### config.mk
export PLATFORM = sky130hd
export DESIGN_NAME = midi_clock_tempo_follower
export DESIGN_NICKNAME = d
export VERILOG_FILES = /design/src/design/mctf_pkg.sv /design/src/design/mctf_divider.sv /design/src/design/mctf_sequencer.sv /design/src/design/mctf_datapath.sv /design/src/design/midi_clock_tempo_follower.sv
export SDC_FILE = /design/constraint.sdc
export NUM_CORES = 1
export LEC_CHECK = 0
export BUFFER_PORTS_ARGS = -buffer_cell sky130_fd_sc_hd__buf_2
export CORE_MARGIN = 8
export CORE_UTILIZATION = 45
export CTS_BUF_LIST = sky130_fd_sc_hd__clkbuf_16
export CTS_CLUSTER_DIAMETER = 120
export CTS_CLUSTER_SIZE = 30
export DETAILED_ROUTE_END_ITERATION = 12
export SYNTH_ARGS = -nofsm -noshare
export SYNTH_HDL_FRONTEND = slang
export SYNTH_SLANG_ARGS = --single-unit
### constraint.sdc
create_clock -name clk -period 19.8 [get_ports clk]
set_input_delay 3.96 -clock clk [delete_from_list [all_inputs] [get_ports clk]]
set_output_delay 3.96 -clock clk [all_outputs]
set_load 0.05 [all_outputs]
### src/design/mctf_pkg.sv
`timescale 1ns / 1ps

package mctf_pkg;

    // Block constants.
    localparam int TICKS_PER_QUARTER = 24;
    localparam int MAX_CATCH_UP      = 32;

    localparam int US_PER_MINUTE = 60000000;
    localparam int SLOW_BPM      = 20;
    localparam int FAST_BPM      = 300;
    localparam int START_BPM     = 120;
    localparam int SILENCE_US    = 500000;

    localparam int PERIOD_W       = 17;
    localparam int PERIOD_MAX_INT = (1 << PERIOD_W) - 1;
    localparam logic [PERIOD_W-1:0] PERIOD_MAX = PERIOD_W'(PERIOD_MAX_INT);

    localparam int RAW_START_PERIOD = US_PER_MINUTE / START_BPM / TICKS_PER_QUARTER;
    localparam logic [PERIOD_W-1:0] START_PERIOD =
        (RAW_START_PERIOD > PERIOD_MAX_INT) ? PERIOD_MAX :
        (RAW_START_PERIOD == 0) ? PERIOD_W'(1) : PERIOD_W'(RAW_START_PERIOD);

    localparam logic [31:0] QUARTER_MIN_US = 32'(US_PER_MINUTE / FAST_BPM);
    localparam logic [31:0] QUARTER_MAX_US = 32'(US_PER_MINUTE / SLOW_BPM);
    localparam logic [31:0] SILENCE_LIMIT  = 32'(SILENCE_US);

    // Reciprocal multiply for the quarter length divided by the pulses per quarter.
    // It is exact for every interval below 2^QUARTER_X_W, which covers the longest
    // accepted quarter.
    localparam int QUARTER_X_W       = 22;
    localparam int QUARTER_SHIFT     = 29;
    localparam int RECIP_W           = QUARTER_SHIFT + 1;
    localparam int QUARTER_RECIP_INT =
        ((1 << QUARTER_SHIFT) + TICKS_PER_QUARTER - 1) / TICKS_PER_QUARTER;
    localparam logic [RECIP_W-1:0] QUARTER_RECIP = RECIP_W'(QUARTER_RECIP_INT);
    localparam int QPROD_W = QUARTER_X_W + RECIP_W;
    localparam int QLEN_W  = QPROD_W - QUARTER_SHIFT;

    localparam int TPD_W = 9;
    localparam logic [TPD_W-1:0] TPD_RESET = TPD_W'(24);

    localparam int TIQ_W = (TICKS_PER_QUARTER > 1) ? $clog2(TICKS_PER_QUARTER) : 1;

    localparam int TIME_W   = 32;
    localparam int POS_W    = 40;
    localparam int FRAC_W   = 9;
    localparam int DIV_STEPS = 32;

    // Command codes carried by an input transaction.
    typedef enum logic [2:0] {
        CMD_POLL     = 3'd0,
        CMD_CLOCK    = 3'd1,
        CMD_START    = 3'd2,
        CMD_CONTINUE = 3'd3,
        CMD_STOP     = 3'd4,
        CMD_BEGIN    = 3'd5
    } cmd_t;

    typedef struct packed {
        logic [2:0]        cmd;
        logic [TIME_W-1:0] now_us;
    } in_t;

    typedef struct packed {
        logic [POS_W-1:0]    position_ticks;
        logic                beat_started;
        logic                running;
        logic [PERIOD_W-1:0] tick_period_us;
    } out_t;

    // Datapath micro-operations.
    typedef enum logic [4:0] {
        OP_NOP,
        OP_CLR_BEAT,
        OP_CATCH_UP,
        OP_DIV_ELAPSED,
        OP_FR_APPLY,
        OP_DIV_FRAC,
        OP_FRAC_TAKE,
        OP_FRAC_SAT,
        OP_POS,
        OP_DIV_BEAT,
        OP_BEAT,
        OP_LBI,
        OP_CLOCK,
        OP_PERIOD,
        OP_LQT,
        OP_START,
        OP_CONT,
        OP_STOP,
        OP_BEGIN,
        OP_EMIT
    } op_t;

    // Jump conditions.
    typedef enum logic [3:0] {
        COND_NEVER,
        COND_ALWAYS,
        COND_STOPPED,
        COND_RECENT,
        COND_DIV_BUSY,
        COND_DIFF_GE_PER,
        COND_TIQ_NZ,
        COND_NO_MEASURE,
        COND_EMIT_BLOCK
    } cond_t;

    typedef enum logic {
        SEQ_IDLE,
        SEQ_RUN
    } seq_state_t;

    localparam int PC_W = 5;

    // Program entry points and jump targets.
    localparam int A_POLL      = 0;
    localparam int A_POLL_SKIP = 6;
    localparam int A_POLL_SAT  = 10;
    localparam int A_POLL_POS  = 11;
    localparam int A_EMIT      = 15;
    localparam int A_CLOCK     = 16;
    localparam int A_CLOCK_LQT = 20;
    localparam int A_START     = 21;
    localparam int A_CONT      = 22;
    localparam int A_STOP      = 23;
    localparam int A_BEGIN     = 24;
    localparam int A_CFG       = 25;

    typedef struct packed {
        op_t             op;
        cond_t           cond;
        logic [PC_W-1:0] target;
        logic            done;
    } ctrl_t;

    typedef struct packed {
        logic stopped;
        logic recent;
        logic div_busy;
        logic diff_ge_per;
        logic tiq_nz;
        logic no_measure;
        logic emit_block;
    } stat_t;

    typedef struct packed {
        logic                start;
        logic [TIME_W-1:0]   dividend;
        logic [PERIOD_W-1:0] divisor;
    } div_req_t;

    typedef struct packed {
        logic                busy;
        logic [TIME_W-1:0]   quotient;
        logic [PERIOD_W-1:0] remainder;
    } div_rsp_t;

    function automatic ctrl_t cw(input op_t op, input cond_t cond, input int target,
                                 input logic done);
        ctrl_t w;
        w.op     = op;
        w.cond   = cond;
        w.target = PC_W'(target);
        w.done   = done;
        return w;
    endfunction

    // Control store: one control word per program step.
    function automatic ctrl_t ucode(input logic [PC_W-1:0] addr);
        ctrl_t w;
        case (addr)
            // Poll program.
            PC_W'(0):  w = cw(OP_CLR_BEAT,    COND_STOPPED,     A_EMIT,      1'b0);
            PC_W'(1):  w = cw(OP_NOP,         COND_RECENT,      A_POLL_SKIP, 1'b0);
            PC_W'(2):  w = cw(OP_CATCH_UP,    COND_NEVER,       0,           1'b0);
            PC_W'(3):  w = cw(OP_DIV_ELAPSED, COND_NEVER,       0,           1'b0);
            PC_W'(4):  w = cw(OP_NOP,         COND_DIV_BUSY,    4,           1'b0);
            PC_W'(5):  w = cw(OP_FR_APPLY,    COND_NEVER,       0,           1'b0);
            PC_W'(6):  w = cw(OP_NOP,         COND_DIFF_GE_PER, A_POLL_SAT,  1'b0);
            PC_W'(7):  w = cw(OP_DIV_FRAC,    COND_NEVER,       0,           1'b0);
            PC_W'(8):  w = cw(OP_NOP,         COND_DIV_BUSY,    8,           1'b0);
            PC_W'(9):  w = cw(OP_FRAC_TAKE,   COND_ALWAYS,      A_POLL_POS,  1'b0);
            PC_W'(10): w = cw(OP_FRAC_SAT,    COND_NEVER,       0,           1'b0);
            PC_W'(11): w = cw(OP_POS,         COND_NEVER,       0,           1'b0);
            PC_W'(12): w = cw(OP_DIV_BEAT,    COND_NEVER,       0,           1'b0);
            PC_W'(13): w = cw(OP_NOP,         COND_DIV_BUSY,    13,          1'b0);
            PC_W'(14): w = cw(OP_BEAT,        COND_NEVER,       0,           1'b0);
            // Shared result step.
            PC_W'(15): w = cw(OP_EMIT,        COND_EMIT_BLOCK,  A_EMIT,      1'b1);
            // Clock pulse program.
            PC_W'(16): w = cw(OP_CLOCK,       COND_NEVER,       0,           1'b0);
            PC_W'(17): w = cw(OP_NOP,         COND_TIQ_NZ,      A_EMIT,      1'b0);
            PC_W'(18): w = cw(OP_NOP,         COND_NO_MEASURE,  A_CLOCK_LQT, 1'b0);
            PC_W'(19): w = cw(OP_PERIOD,      COND_NEVER,       0,           1'b0);
            PC_W'(20): w = cw(OP_LQT,         COND_ALWAYS,      A_EMIT,      1'b0);
            // Transport commands.
            PC_W'(21): w = cw(OP_START,       COND_ALWAYS,      A_EMIT,      1'b0);
            PC_W'(22): w = cw(OP_CONT,        COND_ALWAYS,      A_EMIT,      1'b0);
            PC_W'(23): w = cw(OP_STOP,        COND_ALWAYS,      A_EMIT,      1'b0);
            PC_W'(24): w = cw(OP_BEGIN,       COND_ALWAYS,      A_EMIT,      1'b0);
            // Division register write: recompute the last beat index.
            PC_W'(25): w = cw(OP_DIV_BEAT,    COND_NEVER,       0,           1'b0);
            PC_W'(26): w = cw(OP_NOP,         COND_DIV_BUSY,    26,          1'b0);
            PC_W'(27): w = cw(OP_LBI,         COND_NEVER,       0,           1'b1);
            default:   w = cw(OP_NOP,         COND_NEVER,       0,           1'b1);
        endcase
        return w;
    endfunction

    // Program entry for each command; unused codes only emit a result.
    function automatic logic [PC_W-1:0] entry(input logic [2:0] cmd);
        logic [PC_W-1:0] a;
        case (cmd)
            CMD_POLL:     a = PC_W'(A_POLL);
            CMD_CLOCK:    a = PC_W'(A_CLOCK);
            CMD_START:    a = PC_W'(A_START);
            CMD_CONTINUE: a = PC_W'(A_CONT);
            CMD_STOP:     a = PC_W'(A_STOP);
            CMD_BEGIN:    a = PC_W'(A_BEGIN);
            default:      a = PC_W'(A_EMIT);
        endcase
        return a;
    endfunction

endpackage

### src/design/mctf_divider.sv
`timescale 1ns / 1ps

module mctf_divider (
    input  logic                clk,
    input  logic                rst_n,
    input  mctf_pkg::div_req_t  req,
    output mctf_pkg::div_rsp_t  rsp
);
    import mctf_pkg::*;

    localparam int CNT_W = $clog2(DIV_STEPS + 1);

    logic [CNT_W-1:0]    cnt_reg, cnt_next;
    logic [TIME_W-1:0]   quot_reg, quot_next;
    logic [PERIOD_W-1:0] rem_reg, rem_next;
    logic [PERIOD_W-1:0] den_reg, den_next;

    logic [PERIOD_W:0]   trial;
    logic [PERIOD_W:0]   trial_diff;
    logic                take;

    // One restoring step: shift in the next dividend bit and try the subtract.
    always_comb
    begin
        trial      = {rem_reg, quot_reg[TIME_W-1]};
        trial_diff = trial - {1'b0, den_reg};
        take       = (trial >= {1'b0, den_reg});
    end

    always_comb
    begin
        cnt_next  = cnt_reg;
        quot_next = quot_reg;
        rem_next  = rem_reg;
        den_next  = den_reg;
        if (req.start)
        begin
            cnt_next  = CNT_W'(DIV_STEPS);
            quot_next = req.dividend;
            rem_next  = '0;
            den_next  = req.divisor;
        end
        else if (cnt_reg != '0)
        begin
            cnt_next  = cnt_reg - CNT_W'(1);
            quot_next = {quot_reg[TIME_W-2:0], take};
            rem_next  = take ? trial_diff[PERIOD_W-1:0] : trial[PERIOD_W-1:0];
        end
    end

    // Step counter.
    always_ff @(posedge clk or negedge rst_n)
    begin
        if (!rst_n)
        begin
            cnt_reg <= '0;
        end
        else
        begin
            cnt_reg <= cnt_next;
        end
    end

    // Working registers.
    always_ff @(posedge clk)
    begin
        quot_reg <= quot_next;
        rem_reg  <= rem_next;
        den_reg  <= den_next;
    end

    assign rsp.busy      = (cnt_reg != '0);
    assign rsp.quotient  = quot_reg;
    assign rsp.remainder = rem_reg;

    // The program must never start a division while one is in progress.
    assert property (@(posedge clk) disable iff (!rst_n) req.start |-> !rsp.busy)
        else $error("divider started while busy");

endmodule

### src/design/mctf_sequencer.sv
`timescale 1ns / 1ps

module mctf_sequencer (
    input  logic              clk,
    input  logic              rst_n,
    input  logic              in_accept,
    input  logic [2:0]        in_cmd,
    input  logic              cfg_accept,
    input  mctf_pkg::stat_t   stat,
    output mctf_pkg::ctrl_t   ctrl,
    output logic              idle
);
    import mctf_pkg::*;

    seq_state_t      state_reg, state_next;
    logic [PC_W-1:0] pc_reg, pc_next;
    ctrl_t           word;
    logic            jump;

    assign word = ucode(pc_reg);

    // Evaluate the jump condition of the current step.
    always_comb
    begin
        case (word.cond)
            COND_NEVER:       jump = 1'b0;
            COND_ALWAYS:      jump = 1'b1;
            COND_STOPPED:     jump = stat.stopped;
            COND_RECENT:      jump = stat.recent;
            COND_DIV_BUSY:    jump = stat.div_busy;
            COND_DIFF_GE_PER: jump = stat.diff_ge_per;
            COND_TIQ_NZ:      jump = stat.tiq_nz;
            COND_NO_MEASURE:  jump = stat.no_measure;
            COND_EMIT_BLOCK:  jump = stat.emit_block;
            default:          jump = 1'b0;
        endcase
    end

    // Next state.
    always_comb
    begin
        state_next = state_reg;
        case (state_reg)
            SEQ_IDLE:
            begin
                if (cfg_accept || in_accept)
                begin
                    state_next = SEQ_RUN;
                end
            end
            SEQ_RUN:
            begin
                if (!jump && word.done)
                begin
                    state_next = SEQ_IDLE;
                end
            end
            default: state_next = SEQ_IDLE;
        endcase
    end

    // Step counter: dispatch on a transaction, then step or jump.
    always_comb
    begin
        pc_next = pc_reg;
        case (state_reg)
            SEQ_IDLE:
            begin
                if (cfg_accept)
                begin
                    pc_next = PC_W'(A_CFG);
                end
                else if (in_accept)
                begin
                    pc_next = entry(in_cmd);
                end
            end
            SEQ_RUN:
            begin
                if (jump)
                begin
                    pc_next = word.target;
                end
                else if (!word.done)
                begin
                    pc_next = pc_reg + PC_W'(1);
                end
            end
            default: pc_next = pc_reg;
        endcase
    end

    // Outputs.
    always_comb
    begin
        idle = (state_reg == SEQ_IDLE);
        if (state_reg == SEQ_RUN)
        begin
            ctrl = word;
        end
        else
        begin
            ctrl = cw(OP_NOP, COND_NEVER, 0, 1'b1);
        end
    end

    always_ff @(posedge clk or negedge rst_n)
    begin
        if (!rst_n)
        begin
            state_reg <= SEQ_IDLE;
            pc_reg    <= '0;
        end
        else
        begin
            state_reg <= state_next;
            pc_reg    <= pc_next;
        end
    end

endmodule

### src/design/mctf_datapath.sv
`timescale 1ns / 1ps

module mctf_datapath (
    input  logic                          clk,
    input  logic                          rst_n,
    input  logic                          in_accept,
    input  mctf_pkg::in_t                 in_data,
    input  logic                          cfg_accept,
    input  logic [mctf_pkg::TPD_W-1:0]    cfg_data,
    input  mctf_pkg::ctrl_t               ctrl,
    input  mctf_pkg::div_rsp_t            div_rsp,
    input  logic                          out_ready,
    output mctf_pkg::div_req_t            div_req,
    output mctf_pkg::stat_t               stat,
    output logic                          out_valid,
    output mctf_pkg::out_t                out_data
);
    import mctf_pkg::*;

    // Follower state.
    logic [TIME_W-1:0]   tick_count_reg, tick_count_next;
    logic [TIME_W-1:0]   ltt_reg, ltt_next;
    logic [TIME_W-1:0]   lct_reg, lct_next;
    logic [PERIOD_W-1:0] period_reg, period_next;
    logic [TIQ_W-1:0]    tiq_reg, tiq_next;
    logic [TIME_W-1:0]   lqt_reg, lqt_next;
    logic [TIME_W-1:0]   lbi_reg, lbi_next;
    logic                beat_reg, beat_next;
    logic                run_reg, run_next;
    logic [POS_W-1:0]    pos_reg, pos_next;
    logic [TPD_W-1:0]    tpd_reg, tpd_next;
    logic                out_valid_reg, out_valid_next;

    // Working and result payload.
    logic [TIME_W-1:0]   now_reg, now_next;
    logic [FRAC_W-1:0]   frac_reg, frac_next;
    out_t                out_data_reg, out_data_next;

    logic [TIME_W-1:0]   elapsed;
    logic [TIME_W-1:0]   since_clock;
    logic [TIME_W-1:0]   interval;
    logic [PERIOD_W-1:0] per_eff;
    logic [TIME_W-1:0]   catch_limit;
    logic [TPD_W-1:0]    div_eff;
    logic [TIQ_W:0]      tiq_inc;
    logic                tiq_wrap;
    logic                emit_ok;
    logic [QPROD_W-1:0]  quarter_prod;
    logic [QLEN_W-1:0]   quarter_len;
    logic [PERIOD_W-1:0] period_sat;

    // Time differences and derived values.
    always_comb
    begin
        elapsed     = now_reg - ltt_reg;
        since_clock = now_reg - lct_reg;
        interval    = now_reg - lqt_reg;
        per_eff     = (period_reg == '0) ? PERIOD_W'(1) : period_reg;
        catch_limit = {{(TIME_W-PERIOD_W){1'b0}}, per_eff} * TIME_W'(MAX_CATCH_UP);
        div_eff     = (tpd_reg == '0) ? TPD_W'(1) : tpd_reg;
        tiq_inc     = {1'b0, tiq_reg} + (TIQ_W+1)'(1);
        tiq_wrap    = (tiq_inc == (TIQ_W+1)'(TICKS_PER_QUARTER));
        emit_ok     = !(out_valid_reg && !out_ready);
        // Quarter length per pulse by reciprocal multiply; only used for accepted quarters.
        quarter_prod = {{RECIP_W{1'b0}}, interval[QUARTER_X_W-1:0]} *
                       {{QUARTER_X_W{1'b0}}, QUARTER_RECIP};
        quarter_len  = quarter_prod[QPROD_W-1:QUARTER_SHIFT];
        if (quarter_len > {{(QLEN_W-PERIOD_W){1'b0}}, PERIOD_MAX})
        begin
            period_sat = PERIOD_MAX;
        end
        else if (quarter_len == '0)
        begin
            period_sat = PERIOD_W'(1);
        end
        else
        begin
            period_sat = quarter_len[PERIOD_W-1:0];
        end
    end

    // Status flags for the sequencer.
    always_comb
    begin
        stat.stopped     = !run_reg;
        stat.recent      = (since_clock < SILENCE_LIMIT);
        stat.div_busy    = div_rsp.busy;
        stat.diff_ge_per = (elapsed >= {{(TIME_W-PERIOD_W){1'b0}}, period_reg});
        stat.tiq_nz      = (tiq_reg != '0);
        stat.no_measure  = (lqt_reg == '0) || (interval < QUARTER_MIN_US) ||
                           (interval > QUARTER_MAX_US);
        stat.emit_block  = !emit_ok;
    end

    // Divider operand selection.
    always_comb
    begin
        div_req.start    = 1'b0;
        div_req.dividend = '0;
        div_req.divisor  = PERIOD_W'(1);
        case (ctrl.op)
            OP_DIV_ELAPSED:
            begin
                div_req.start    = 1'b1;
                div_req.dividend = elapsed;
                div_req.divisor  = per_eff;
            end
            OP_DIV_FRAC:
            begin
                div_req.start    = 1'b1;
                div_req.dividend = {{(TIME_W-PERIOD_W-8){1'b0}}, elapsed[PERIOD_W-1:0], 8'h00};
                div_req.divisor  = period_reg;
            end
            OP_DIV_BEAT:
            begin
                div_req.start    = 1'b1;
                div_req.dividend = tick_count_reg;
                div_req.divisor  = {{(PERIOD_W-TPD_W){1'b0}}, div_eff};
            end
            default:
            begin
                div_req.start = 1'b0;
            end
        endcase
    end

    // Micro-operation execution.
    always_comb
    begin
        tick_count_next = tick_count_reg;
        ltt_next        = ltt_reg;
        lct_next        = lct_reg;
        period_next     = period_reg;
        tiq_next        = tiq_reg;
        lqt_next        = lqt_reg;
        lbi_next        = lbi_reg;
        beat_next       = beat_reg;
        run_next        = run_reg;
        pos_next        = pos_reg;
        tpd_next        = tpd_reg;
        frac_next       = frac_reg;
        now_next        = now_reg;
        out_valid_next  = out_valid_reg && !out_ready;
        out_data_next   = out_data_reg;

        if (in_accept)
        begin
            now_next = in_data.now_us;
        end
        if (cfg_accept)
        begin
            tpd_next = cfg_data;
        end

        case (ctrl.op)
            OP_CLR_BEAT:
            begin
                beat_next = 1'b0;
            end
            OP_CATCH_UP:
            begin
                if (elapsed > catch_limit)
                begin
                    ltt_next = now_reg - {{(TIME_W-PERIOD_W){1'b0}}, per_eff};
                end
            end
            OP_FR_APPLY:
            begin
                // Adding whole periods leaves the tick time one remainder behind now.
                tick_count_next = tick_count_reg + div_rsp.quotient;
                ltt_next        = now_reg - {{(TIME_W-PERIOD_W){1'b0}}, div_rsp.remainder};
            end
            OP_FRAC_TAKE:
            begin
                frac_next = div_rsp.quotient[FRAC_W-1:0];
            end
            OP_FRAC_SAT:
            begin
                frac_next = FRAC_W'(256);
            end
            OP_POS:
            begin
                pos_next = {tick_count_reg, 8'h00} + {{(POS_W-FRAC_W){1'b0}}, frac_reg};
            end
            OP_BEAT:
            begin
                beat_next = (div_rsp.quotient != lbi_reg);
                lbi_next  = div_rsp.quotient;
            end
            OP_LBI:
            begin
                lbi_next = div_rsp.quotient;
            end
            OP_CLOCK:
            begin
                lct_next = now_reg;
                tiq_next = tiq_wrap ? '0 : tiq_inc[TIQ_W-1:0];
                if (run_reg)
                begin
                    tick_count_next = tick_count_reg + TIME_W'(1);
                    ltt_next        = now_reg;
                end
            end
            OP_PERIOD:
            begin
                period_next = period_sat;
            end
            OP_LQT:
            begin
                lqt_next = now_reg;
            end
            OP_START:
            begin
                tick_count_next = '0;
                tiq_next        = '0;
                lqt_next        = '0;
                lbi_next        = '0;
                pos_next        = '0;
                ltt_next        = now_reg;
                lct_next        = now_reg;
                run_next        = 1'b1;
            end
            OP_CONT:
            begin
                ltt_next = now_reg;
                lct_next = now_reg;
                run_next = 1'b1;
            end
            OP_STOP:
            begin
                run_next = 1'b0;
            end
            OP_BEGIN:
            begin
                ltt_next = now_reg;
                lct_next = now_reg;
            end
            OP_EMIT:
            begin
                if (emit_ok)
                begin
                    out_valid_next               = 1'b1;
                    out_data_next.position_ticks = pos_reg;
                    out_data_next.beat_started   = beat_reg;
                    out_data_next.running        = run_reg;
                    out_data_next.tick_period_us = period_reg;
                end
            end
            default:
            begin
                frac_next = frac_reg;
            end
        endcase
    end

    // State registers.
    always_ff @(posedge clk or negedge rst_n)
    begin
        if (!rst_n)
        begin
            tick_count_reg <= '0;
            ltt_reg        <= '0;
            lct_reg        <= '0;
            period_reg     <= START_PERIOD;
            tiq_reg        <= '0;
            lqt_reg        <= '0;
            lbi_reg        <= '0;
            beat_reg       <= 1'b0;
            run_reg        <= 1'b1;
            pos_reg        <= '0;
            tpd_reg        <= TPD_RESET;
            out_valid_reg  <= 1'b0;
        end
        else
        begin
            tick_count_reg <= tick_count_next;
            ltt_reg        <= ltt_next;
            lct_reg        <= lct_next;
            period_reg     <= period_next;
            tiq_reg        <= tiq_next;
            lqt_reg        <= lqt_next;
            lbi_reg        <= lbi_next;
            beat_reg       <= beat_next;
            run_reg        <= run_next;
            pos_reg        <= pos_next;
            tpd_reg        <= tpd_next;
            out_valid_reg  <= out_valid_next;
        end
    end

    // Payload registers.
    always_ff @(posedge clk)
    begin
        now_reg      <= now_next;
        frac_reg     <= frac_next;
        out_data_reg <= out_data_next;
    end

    assign out_valid = out_valid_reg;
    assign out_data  = out_data_reg;

    // The measured period is never zero, so frac and free-run never divide by zero.
    assert property (@(posedge clk) disable iff (!rst_n) period_reg != '0)
        else $error("tick period reached zero");

    // The quarter counter wraps before reaching the pulses per quarter.
    assert property (@(posedge clk) disable iff (!rst_n)
        {1'b0, tiq_reg} < (TIQ_W+1)'(TICKS_PER_QUARTER))
        else $error("quarter tick counter out of range");

    // A result is loaded only when the output register is free or being drained.
    assert property (@(posedge clk) disable iff (!rst_n)
        (ctrl.op == OP_EMIT && out_valid_reg && !out_ready) |=> out_valid_reg &&
        $stable(out_data_reg))
        else $error("pending result overwritten");

endmodule

### src/design/midi_clock_tempo_follower.sv
`timescale 1ns / 1ps

// Channel   Direction  Handshake              Payload
// in        input      in_valid / in_ready    in_data   (cmd, now_us)
// out       output     out_valid / out_ready  out_data  (position, beat, running, period)
// cfg       input      cfg_valid / cfg_ready  cfg_data  (ticks_per_division)
//
// A poll and a register write may wait on the 32-step iterative divider; a clock pulse
// and the other commands do not use it.
// The next transaction is accepted once the sequencer is idle again, even if the
// previous result is still waiting in the output register.
// A result that is not taken stalls the sequencer only at its final step.
// Reset is asynchronous and active low and needs no clearing pass.

module midi_clock_tempo_follower (
    input  logic                        clk,
    input  logic                        rst_n,
    input  logic                        in_valid,
    output logic                        in_ready,
    input  mctf_pkg::in_t               in_data,
    output logic                        out_valid,
    input  logic                        out_ready,
    output mctf_pkg::out_t              out_data,
    input  logic                        cfg_valid,
    output logic                        cfg_ready,
    input  logic [mctf_pkg::TPD_W-1:0]  cfg_data
);
    import mctf_pkg::*;

    logic     idle;
    logic     in_accept;
    logic     cfg_accept;
    ctrl_t    ctrl;
    stat_t    stat;
    div_req_t div_req;
    div_rsp_t div_rsp;

    // Handshakes: a register write takes precedence over an input transaction.
    assign cfg_ready  = idle;
    assign in_ready   = idle && !cfg_valid;
    assign cfg_accept = cfg_valid && cfg_ready;
    assign in_accept  = in_valid && in_ready;

    mctf_sequencer u_seq (
        .clk        (clk),
        .rst_n      (rst_n),
        .in_accept  (in_accept),
        .in_cmd     (in_data.cmd),
        .cfg_accept (cfg_accept),
        .stat       (stat),
        .ctrl       (ctrl),
        .idle       (idle)
    );

    mctf_datapath u_dp (
        .clk        (clk),
        .rst_n      (rst_n),
        .in_accept  (in_accept),
        .in_data    (in_data),
        .cfg_accept (cfg_accept),
        .cfg_data   (cfg_data),
        .ctrl       (ctrl),
        .div_rsp    (div_rsp),
        .out_ready  (out_ready),
        .div_req    (div_req),
        .stat       (stat),
        .out_valid  (out_valid),
        .out_data   (out_data)
    );

    mctf_divider u_div (
        .clk   (clk),
        .rst_n (rst_n),
        .req   (div_req),
        .rsp   (div_rsp)
    );

    // An accepted transaction always leaves the sequencer busy in the next cycle.
    assert property (@(posedge clk) disable iff (!rst_n)
        (in_accept || cfg_accept) |=> !in_ready && !cfg_ready)
        else $error("sequencer did not start on an accepted transaction");

endmodule
==> impl.org, run 1 <==
** CTS
- Once the clock tree was built, the setup fixing pass inserted 0 buffers.
- Htree depth :: 1
- # resized after CTS :: 0
- Clock tree synthesis selected as its root buffer the cell sky130_fd_sc_hd__clkbuf_16.
- CTS tree :: done
- Clock-pin slew was measured on the worst setup and hold paths at 0.13 ns.
- Hold repair after CTS inserted 0 buffers.
- Number of buffers added by the clock tree synthesis step :: 18
- The clock reaches the later pin of the worst-skew pair after 0.57 ns.
- The clock passes through at most 3 buffers.
- The tree built by TritonCTS fans out to 412 sinks.

** Setup path
- Register-to-Register Setup Slack :: 9.61 ns
- Logic depth of the worst register-to-register path :: 34
- Data on the critical path is required at its endpoint by 20.26 ns.
- R2r startpoint :: u_dp.now_reg[1]$_DFFE_PP_
- Crit path launch type :: flip-flop
- Category of the critical setup timing path :: flip-flop to flip-flop
- In this run the critical register-to-register path is captured at u_dp.period_reg[3]$_DFFE_PN0N_.
- Slowest cell on crit path :: sky130_fd_sc_hd__fa_1
- STA puts the critical path data arrival time at 10.65 ns.
- Slowest stage delay, CP :: 0.62 ns
- Worst path most repeated cell :: sky130_fd_sc_hd__inv_1
- Worst-path fanout max :: 11
- The worst setup path is captured at a flip-flop.

** Yosys
- The mapped netlist covers 34570 um2.
- After synthesis the netlist holds a flip-flop and latch count of 412.
- Post-synth top area share :: 0.1715
- Cells taking the most area after synthesis :: sky130_fd_sc_hd__dfrtp_1, sky130_fd_sc_hd__ha_1, sky130_fd_sc_hd__edfxtp_1
- Number of synthesized flops with an enable pin :: 149
- Most instantiated flip-flop cell in the synthesis netlist :: sky130_fd_sc_hd__dfrtp_1
- Number of instances in the synthesized netlist :: 3707
- Cell variety after synth :: 98
- For this run, the number of Yosys warnings is 0.
- Library cell occupying the most area in the post-synthesis netlist :: sky130_fd_sc_hd__dfrtp_1
- Of the synthesized area, sequential elements account for 0.3176.
- Syn nets :: 4280
- A synthesized cell averages 9.327 um2.
- Fraction of registers with async set/reset :: 0.5971

** Floorplanning
- The die is 293.2 um tall.
- Placeable core region :: 75950 um2
- The initialized floorplan defines 101 standard-cell rows.
- Area of the die :: 85960 um2
- Die W :: 293.2 um
- For this configuration, the core starts out at a cell density of 0.4552.
- For this design the top-level I/O count stands at 111.

** Status
- The flow ran to the end, and the final reports show no timing, DRC or antenna violations.

** Timing
- Clock skew after layout :: 0.04154 ns
- Setup Total Neg Slack :: 0 ns
- RSZ-0062 raised after global routing :: no
- Period utilization :: 0.5145
- Measured against its own limit, the worst slew margin works out to 0.2426.
- Derived from the worst setup path, the maximum achievable clock frequency is 98.17 MHz.
- Setup violations remaining at the end of the flow were counted as 0.
- Transition time at the pin with the least slew margin :: 1.136 ns
- The number of hold-slack violations in the final timing report was 0.
- Min Tclk post-route :: 10.19 ns
- Max Transition Viols Final :: 0

** Finish
- In the layout the commonest cells are sky130_fd_sc_hd__inv_1, sky130_fd_sc_hd__ha_1, sky130_fd_sc_hd__nand2_1, sky130_fd_sc_hd__dfrtp_1, sky130_fd_sc_hd__o21ai_0.
- Fraction of layout cells with a size suffix above 1 :: 0.06638
- Post-layout nets :: 4312
- 0 antenna diodes ended up in the layout.
- Most common library cell in the layout ignoring fill and taps :: sky130_fd_sc_hd__inv_1
- Area added between synthesis and finish :: 6.434%
- Flip-flop count of the largest register after layout :: 59

** Placement
- PortBufs :: 110
- After legalization and detailed placement, the total HPWL measured 73.98 mm.
- The congestion estimate from routability-driven global placement came to 0.9402.

** Detailed routing
- In the final routed layout, each cell accounts on average for 19.45 um.
- Post-DR vias/cell :: 5.647
- Wire length reported by the detailed router :: 92.99 mm
- After detailed routing, the number of remaining DRC violations is 0.
- The routed layout has 27000 vias.
- Residual antenna-violating net count after detailed routing :: 0
- For this run, the detailed router's first-pass iteration total came to 6.
- The detailed router finished its first iteration with 1895 violations.

** GRT
- The initial antenna violation count came to 0.
- Global-route wire length before repair :: 147.4 mm
- GRT Residual Overflow :: 0
- For this run, the total global-route usage over all layers was measured as 0.2103.
- The number of global-route vias before repair came to 26060.
- Pin count of the biggest net entering global routing :: 82

** Flow run
- Number of max-capacitance violations reported :: 0

** Worst hold path
- Startpoint of the worst hold path :: u_dp.pos_reg[29]$_DFFE_PN0P_
- Number of cells on the worst hold path :: 0
- The worst hold path terminates at u_dp.out_data[48]$_DFFE_PP_.
- Type of the tightest min-delay check :: flip-flop to flip-flop
==> kinds of logic after synthesis <==
group                    share of synthesized area
AO/OA/AOI/OAI                               0.1855
multiplexers                               0.02374
adder cells (fa/ha/maj)                     0.2189
AND/OR/NAND/NOR                             0.1392
flip-flops                                  0.3176
buffers and inverters                      0.06333
XOR/XNOR                                   0.05168
==> stage by stage <==
step           area, um2  utilization  setup slack (ns)  instances  hold slack, ns
2_1_floorplan      34570            -             11.13       3707          0.4253
3_3_place_gp       36230       0.4770             9.825       4749          0.4326
3_5_place_dp       36230       0.4770             9.657       4749          0.4380
4_1_cts            36800       0.4845             9.592       4781          0.4645
5_1_grt            36800       0.4845             8.892       4781          0.4743
6_report           36800       0.4845             9.614       4781          0.4603
==> synthesized netlist by cell type (10+ instances only) <==
| cell | instances |
|---|---|
| sky130_fd_sc_hd__a211oi_1 | 43 |
| sky130_fd_sc_hd__a21boi_0 | 12 |
| sky130_fd_sc_hd__a21o_1 | 81 |
| sky130_fd_sc_hd__a21oi_1 | 193 |
| sky130_fd_sc_hd__a222oi_1 | 20 |
| sky130_fd_sc_hd__a22o_1 | 94 |
| sky130_fd_sc_hd__a22oi_1 | 11 |
| sky130_fd_sc_hd__a31oi_1 | 28 |
| sky130_fd_sc_hd__and2_1 | 66 |
| sky130_fd_sc_hd__and3_1 | 38 |
| sky130_fd_sc_hd__clkbuf_1 | 111 |
| sky130_fd_sc_hd__dfrtp_1 | 237 |
| sky130_fd_sc_hd__dfxtp_1 | 17 |
| sky130_fd_sc_hd__edfxtp_1 | 149 |
| sky130_fd_sc_hd__fa_1 | 135 |
| sky130_fd_sc_hd__ha_1 | 389 |
| sky130_fd_sc_hd__inv_1 | 442 |
| sky130_fd_sc_hd__mux2_2 | 32 |
| sky130_fd_sc_hd__mux2i_1 | 46 |
| sky130_fd_sc_hd__nand2_1 | 254 |
| sky130_fd_sc_hd__nand2b_1 | 42 |
| sky130_fd_sc_hd__nand3_1 | 90 |
| sky130_fd_sc_hd__nand4_1 | 50 |
| sky130_fd_sc_hd__nor2_1 | 195 |
| sky130_fd_sc_hd__nor2b_1 | 28 |
| sky130_fd_sc_hd__nor3_1 | 75 |
| sky130_fd_sc_hd__nor3b_1 | 10 |
| sky130_fd_sc_hd__nor4_1 | 28 |
| sky130_fd_sc_hd__o211ai_1 | 19 |
| sky130_fd_sc_hd__o21a_1 | 39 |
| sky130_fd_sc_hd__o21ai_0 | 228 |
| sky130_fd_sc_hd__o21bai_1 | 24 |
| sky130_fd_sc_hd__o22ai_1 | 11 |
| sky130_fd_sc_hd__o31a_1 | 12 |
| sky130_fd_sc_hd__o31ai_1 | 30 |
| sky130_fd_sc_hd__or3_1 | 25 |
| sky130_fd_sc_hd__xnor2_1 | 133 |
| sky130_fd_sc_hd__xor2_1 | 71 |
==> how the worst max path moves through the flow <==
stage,to,from,slack [ns]
3_3_place_gp,u_dp.period_reg[14]$_DFFE_PN1N_,u_dp.now_reg[1]$_DFFE_PP_,9.83
3_5_place_dp,u_dp.period_reg[12]$_DFFE_PN1N_,u_dp.now_reg[1]$_DFFE_PP_,9.66
4_1_cts,u_dp.period_reg[3]$_DFFE_PN0N_,u_dp.now_reg[1]$_DFFE_PP_,9.59
5_1_grt,u_dp.period_reg[3]$_DFFE_PN0N_,u_dp.now_reg[1]$_DFFE_PP_,8.89
6_report,u_dp.period_reg[3]$_DFFE_PN0N_,u_dp.now_reg[1]$_DFFE_PP_,9.61
2_1_floorplan,u_dp.period_reg[0]$_DFFE_PN1N_,u_dp.now_reg[12]$_DFFE_PP_,11.13
==> per-layer routing <==
metal / track usage / part of all wire
met2: 0.3594 / 0.47
met4: 0.04859 / 0.024
met3: 0.01653 / 0.041
met1: 0.2899 / 0.46
met5: 0 / 0
==> worst max-delay path: cells and delay by family, from the launching register on <==
kind	cells	cell delay, ns
buffers and inverters	6	0.76
adder cells (fa/ha/maj)	9	3.99
AO/OA/AOI/OAI	14	3.12
AND/OR/NAND/NOR	2	0.34
flip-flops	1	0.56
XOR/XNOR	3	1.33
==> layout make-up <==
cell class | instances | area, um2
sequential | 412 | 10980
tap | 1030 | 1289
timing repair buffer | 142 | 800.8
multi-input combinational | 2720 | 21490
clock buffer | 20 | 500.5
inverter | 445 | 1670
fill | 7285 | 39150
clock inverter | 12 | 70.07
Power of run 1 is left out: the tool's default activity adds up to more than one toggle a clock period on the data nets, which glitch-free logic cannot reach.
==> inputs of run 2 (changes only) <==
ABC_AREA = 1   (was not set)
clock period = 10 ns   (was 19.8 ns; I/O delays follow)
==> run 2 against run 1 <==
Utilization down 0.12 points. Maximum frequency increased by 17%. Global-route usage increased by 2.7 points. Register-to-register slack worse by 8.3 ns. Non-clock buffer count fell by 8.
==> impl.org, run 2 <==
** Setup path
- The stage delay of the slowest cell on the critical path came to 0.76 ns (+0.14 ns).
- The largest individual stage delay along the critical path comes from the cell sky130_fd_sc_hd__fa_1.
- CP required :: 10.48 ns (-9.78 ns)
- Crit path launch type :: flip-flop
- Critical Path End :: u_dp.period_reg[15]$_DFFE_PN0N_
- The startpoint identified for the worst register-to-register timing path is u_dp.now_reg[1]$_DFFE_PP_.
- In this design, the critical path's most frequently occurring cell is sky130_fd_sc_hd__nand2_1.
- Type of element capturing the critical path :: flip-flop
- The critical path starts at u_dp.now_reg[1]$_DFFE_PP_.
- Worst-path fanout max :: 11 (unchanged)
- The worst setup path is of the flip-flop to flip-flop kind.
- The worst register-to-register path ends at u_dp.period_reg[15]$_DFFE_PN0N_.
- The number of cells traversed by the worst register-to-register path is 35 (+2.9%).
- The critical path arrival came to 9.20 ns (-1.45 ns).
- The setup slack of the most critical reg-to-reg path came to 1.28 ns (-8.33 ns).

** Finish
- Final cell count without fillers :: 6079 (+27%)
- From synthesis to final layout, the design area changed by 7.063%.
- The design area came to 39370 um2 (+7.0%).
- Post-layout nets :: 5566 (+29%)
- The library cell used most frequently in the layout, excluding fill and tap cells, is sky130_fd_sc_hd__nand2_1.
- Multi-input logic area :: 21970 um2 (+2.3%)
- The number of flip-flops under the largest register name came to 59 (unchanged).
- Most frequent cells in the layout :: sky130_fd_sc_hd__nand2_1, sky130_fd_sc_hd__inv_1, sky130_fd_sc_hd__nor2_1, sky130_fd_sc_hd__ha_1, sky130_fd_sc_hd__o21ai_0
- The footprint of the flip-flops and latches was 10980 um2 (unchanged).
- Count of antenna diodes in the layout :: 0 (unchanged)
- The fraction of layout cells with a size suffix above 1 is 0.04652 (-0.01987).
- Number of fillers in the final layout :: 8303 (+14%)

** CTS
- Number of buffers added by the clock tree synthesis step :: 23 (+5)
- The clock transition at the registers of the reported paths was 0.12 ns (about the same).
- The clock latency on the worst-skew pair is 0.61 ns (+0.04 ns).
- TritonCTS built the clock tree.
- The tree is rooted in a sky130_fd_sc_hd__clkbuf_16.
- Number of hold buffers added after cts :: 0 (unchanged)
- The number of sinks driven by the clock tree came to 412 (unchanged).
- The clock tree buffer depth came to 3 (unchanged).
- The number of setup buffers added after CTS came to 0 (unchanged).
- The depth of the CTS H-tree is 1 (unchanged).
- # resized after CTS :: 0 (unchanged)

** Timing
- The clock skew after layout came to 0.04703 ns (+0.005491 ns).
- Hold Vio Cnt, Final :: 0 (unchanged)
- The post-route worst setup slack is 1.281 ns (-8.333 ns).
- The relative max-transition margin was 0.3661 (+0.1235).
- Period utilization :: 0.8719 (+0.3574)
- Max Transition Viols Final :: 0 (unchanged)
- The minimum clock period after layout was 8.719 ns (-1.467 ns).
- Transition time at the pin with the least slew margin :: 0.9485 ns (-0.1875 ns)
- Endpoints failing setup :: 0 (unchanged)
- RSZ-0062 raised after global routing :: no
- The post-route setup TNS came to 0 ns (unchanged).
- Highest Clock Rate :: 114.7 MHz (+17%)

** Placement
- Total cell area at the placement stage :: 38550 um2 (+6.4%)
- The count of input and output buffers came to 110 (unchanged).
- Detailed placer's ending HPWL :: 90.25 mm (+22%)
- Post-Place Worst Slack :: 1.332 ns (-8.324 ns)
- Placed cell count :: 6038 (+27%)
- Placer's final routability congestion estimate :: 0.9432 (+0.32%)

** Detailed routing
- Wire length reported by the detailed router :: 109.9 mm (+18%)
- Top routing layer used :: met4
- Post-DR vias/cell :: 5.298 (-6.2%)
- DR DRC count :: 0 (unchanged)
- Routed met3 length :: 4.813 mm (+26%)
- Number of design-rule violations left by the first detailed-router iteration :: 2044 (+7.9%)
- Met2 wire length :: 53.16 mm (+21%)
- Residual antenna-violating net count after detailed routing :: 0 (unchanged)
- The detailed-routing wirelength on met1 was 48.78 mm (+13%).
- The count of TritonRoute iterations in the first routing pass was 5 (-1).
- The total via count in the routed design came to 32210 (+19%).
- The per-cell routed wire length was 18.08 um (-7.1%).

** Yosys
- The combined area of all synthesized cells is 36770 um2 (+6.4%).
- The number of nets in the synthesized netlist was 5487 (+28%).
- Most instantiated flip-flop cell in the synthesis netlist :: sky130_fd_sc_hd__dfrtp_1
- The synthesis warning total came to 0 (unchanged).
- Post-synth top area share :: 0.1613 (-0.01026)
- Number of instances in the synthesized netlist :: 4914 (+33%)
- Cells taking the most area after synthesis :: sky130_fd_sc_hd__dfrtp_1, sky130_fd_sc_hd__ha_1, sky130_fd_sc_hd__edfxtp_1
- Ranked by instance count, the synthesized netlist is headed by sky130_fd_sc_hd__nand2_1, sky130_fd_sc_hd__inv_1, sky130_fd_sc_hd__nor2_1.
- Cell with the most instances after synthesis :: sky130_fd_sc_hd__nand2_1
- The number of enable flip-flop cells after synthesis came to 149 (unchanged).
- Mean Syn Cell Area :: 7.484 um2 (-20%)
- Library cell occupying the most area in the post-synthesis netlist :: sky130_fd_sc_hd__dfrtp_1
- The number of different library cells in the post-synthesis netlist was 64 (-35%).
- The part of the Yosys area used for sequential elements came to 0.2986 (-0.01900).
- The post-synthesis register bit count was 412 (unchanged).
- The proportion of synthesized flip-flops having asynchronous set or reset came to 0.5971 (unchanged).

** GRT
- The number of global-route vias before repair came to 31740 (+22%).
- Global-route wire length before repair :: 173.4 mm (+18%)
- The total grt overflow was 0 (unchanged).
- The initial antenna violation count was 0 (unchanged).
- The pin count of the biggest net entering global routing is 96 (+17%).
- GRT Overall Usage :: 0.2375 (+0.02719)

** Floorplanning
- The row count is 105 (+4.0%).
- The core box area is 81450 um2 (+7.2%).
- Initial Util :: 0.4515 (-0.003757)
- Area of the die :: 91120 um2 (+6.0%)
- The die span in x came to 301.9 um (+3.0%).
- # IOs :: 111 (unchanged)
- Height of the chip :: 301.9 um (+3.0%)

** Flow run
- Number of max-capacitance violations reported :: 0 (unchanged)

** Status
- The run finished with clean final reports.

** Worst hold path
- The worst hold path begins at u_dp.pos_reg[33]$_DFFE_PN0P_.
- In this run the worst hold path is classified as flip-flop to flip-flop.
run 2: worst min-delay path by stage:
stage	to	slack (ns)	cells past startpoint
after global routing	u_dp.out_data[41]$_DFFE_PP_	0.47	0
after detailed placement	u_dp.out_data[52]$_DFFE_PP_	0.43	0
after global placement	u_dp.out_data[48]$_DFFE_PP_	0.43	0
after CTS	u_dp.out_data[52]$_DFFE_PP_	0.46	0
final	u_dp.out_data[52]$_DFFE_PP_	0.46	0
after floorplan	u_dp.out_data[41]$_DFFE_PP_	0.42	0
run 2: worst max-delay path: cells and delay by family (launching register included):
family	cells	cell delay (ns)
compound gates	2	0.60
xor+xnor	1	0.40
fa+ha+maj	9	4.34
buf+inv	6	0.72
flops	1	0.59
simple gates	17	1.93
run 2: kinds of logic after synthesis:
group	after synthesis	share of synthesized area
flip-flops	412	0.2986
multiplexers	3	0.0009186
XOR/XNOR	144	0.03430
adder cells (fa/ha/maj)	524	0.2058
AND/OR/NAND/NOR	1952	0.2211
buffers and inverters	1016	0.1050
AO/OA/AOI/OAI	863	0.1343
run 2: metal layers:
layer | vias up | track usage
met5 | - | 0
met1 | 15180 | 0.3122
li1 | 16180 | -
met3 | 140 | 0.01860
met4 | 0 | 0.06382
met2 | 705 | 0.4197
run 2: area by class of cell:
type / instances / share of cell area
Clock inverter: 18 / 0.006229
Tap cell: 1070 / 0.03400
Multi-Input combinational cell: 3486 / 0.5580
Sequential cell: 412 / 0.2789
Clock buffer: 23 / 0.01462
Timing Repair Buffer: 134 / 0.01881
Inverter: 936 / 0.08936
run 2: through the flow:
step / hold WS, ns / util
2_1_floorplan: 0.4197 / -
3_3_place_gp: 0.4272 / 0.4733
3_5_place_dp: 0.4306 / 0.4733
4_1_cts: 0.4571 / 0.4834
5_1_grt: 0.4690 / 0.4834
6_report: 0.4561 / 0.4834
Power of run 2 is left out for the same reason.
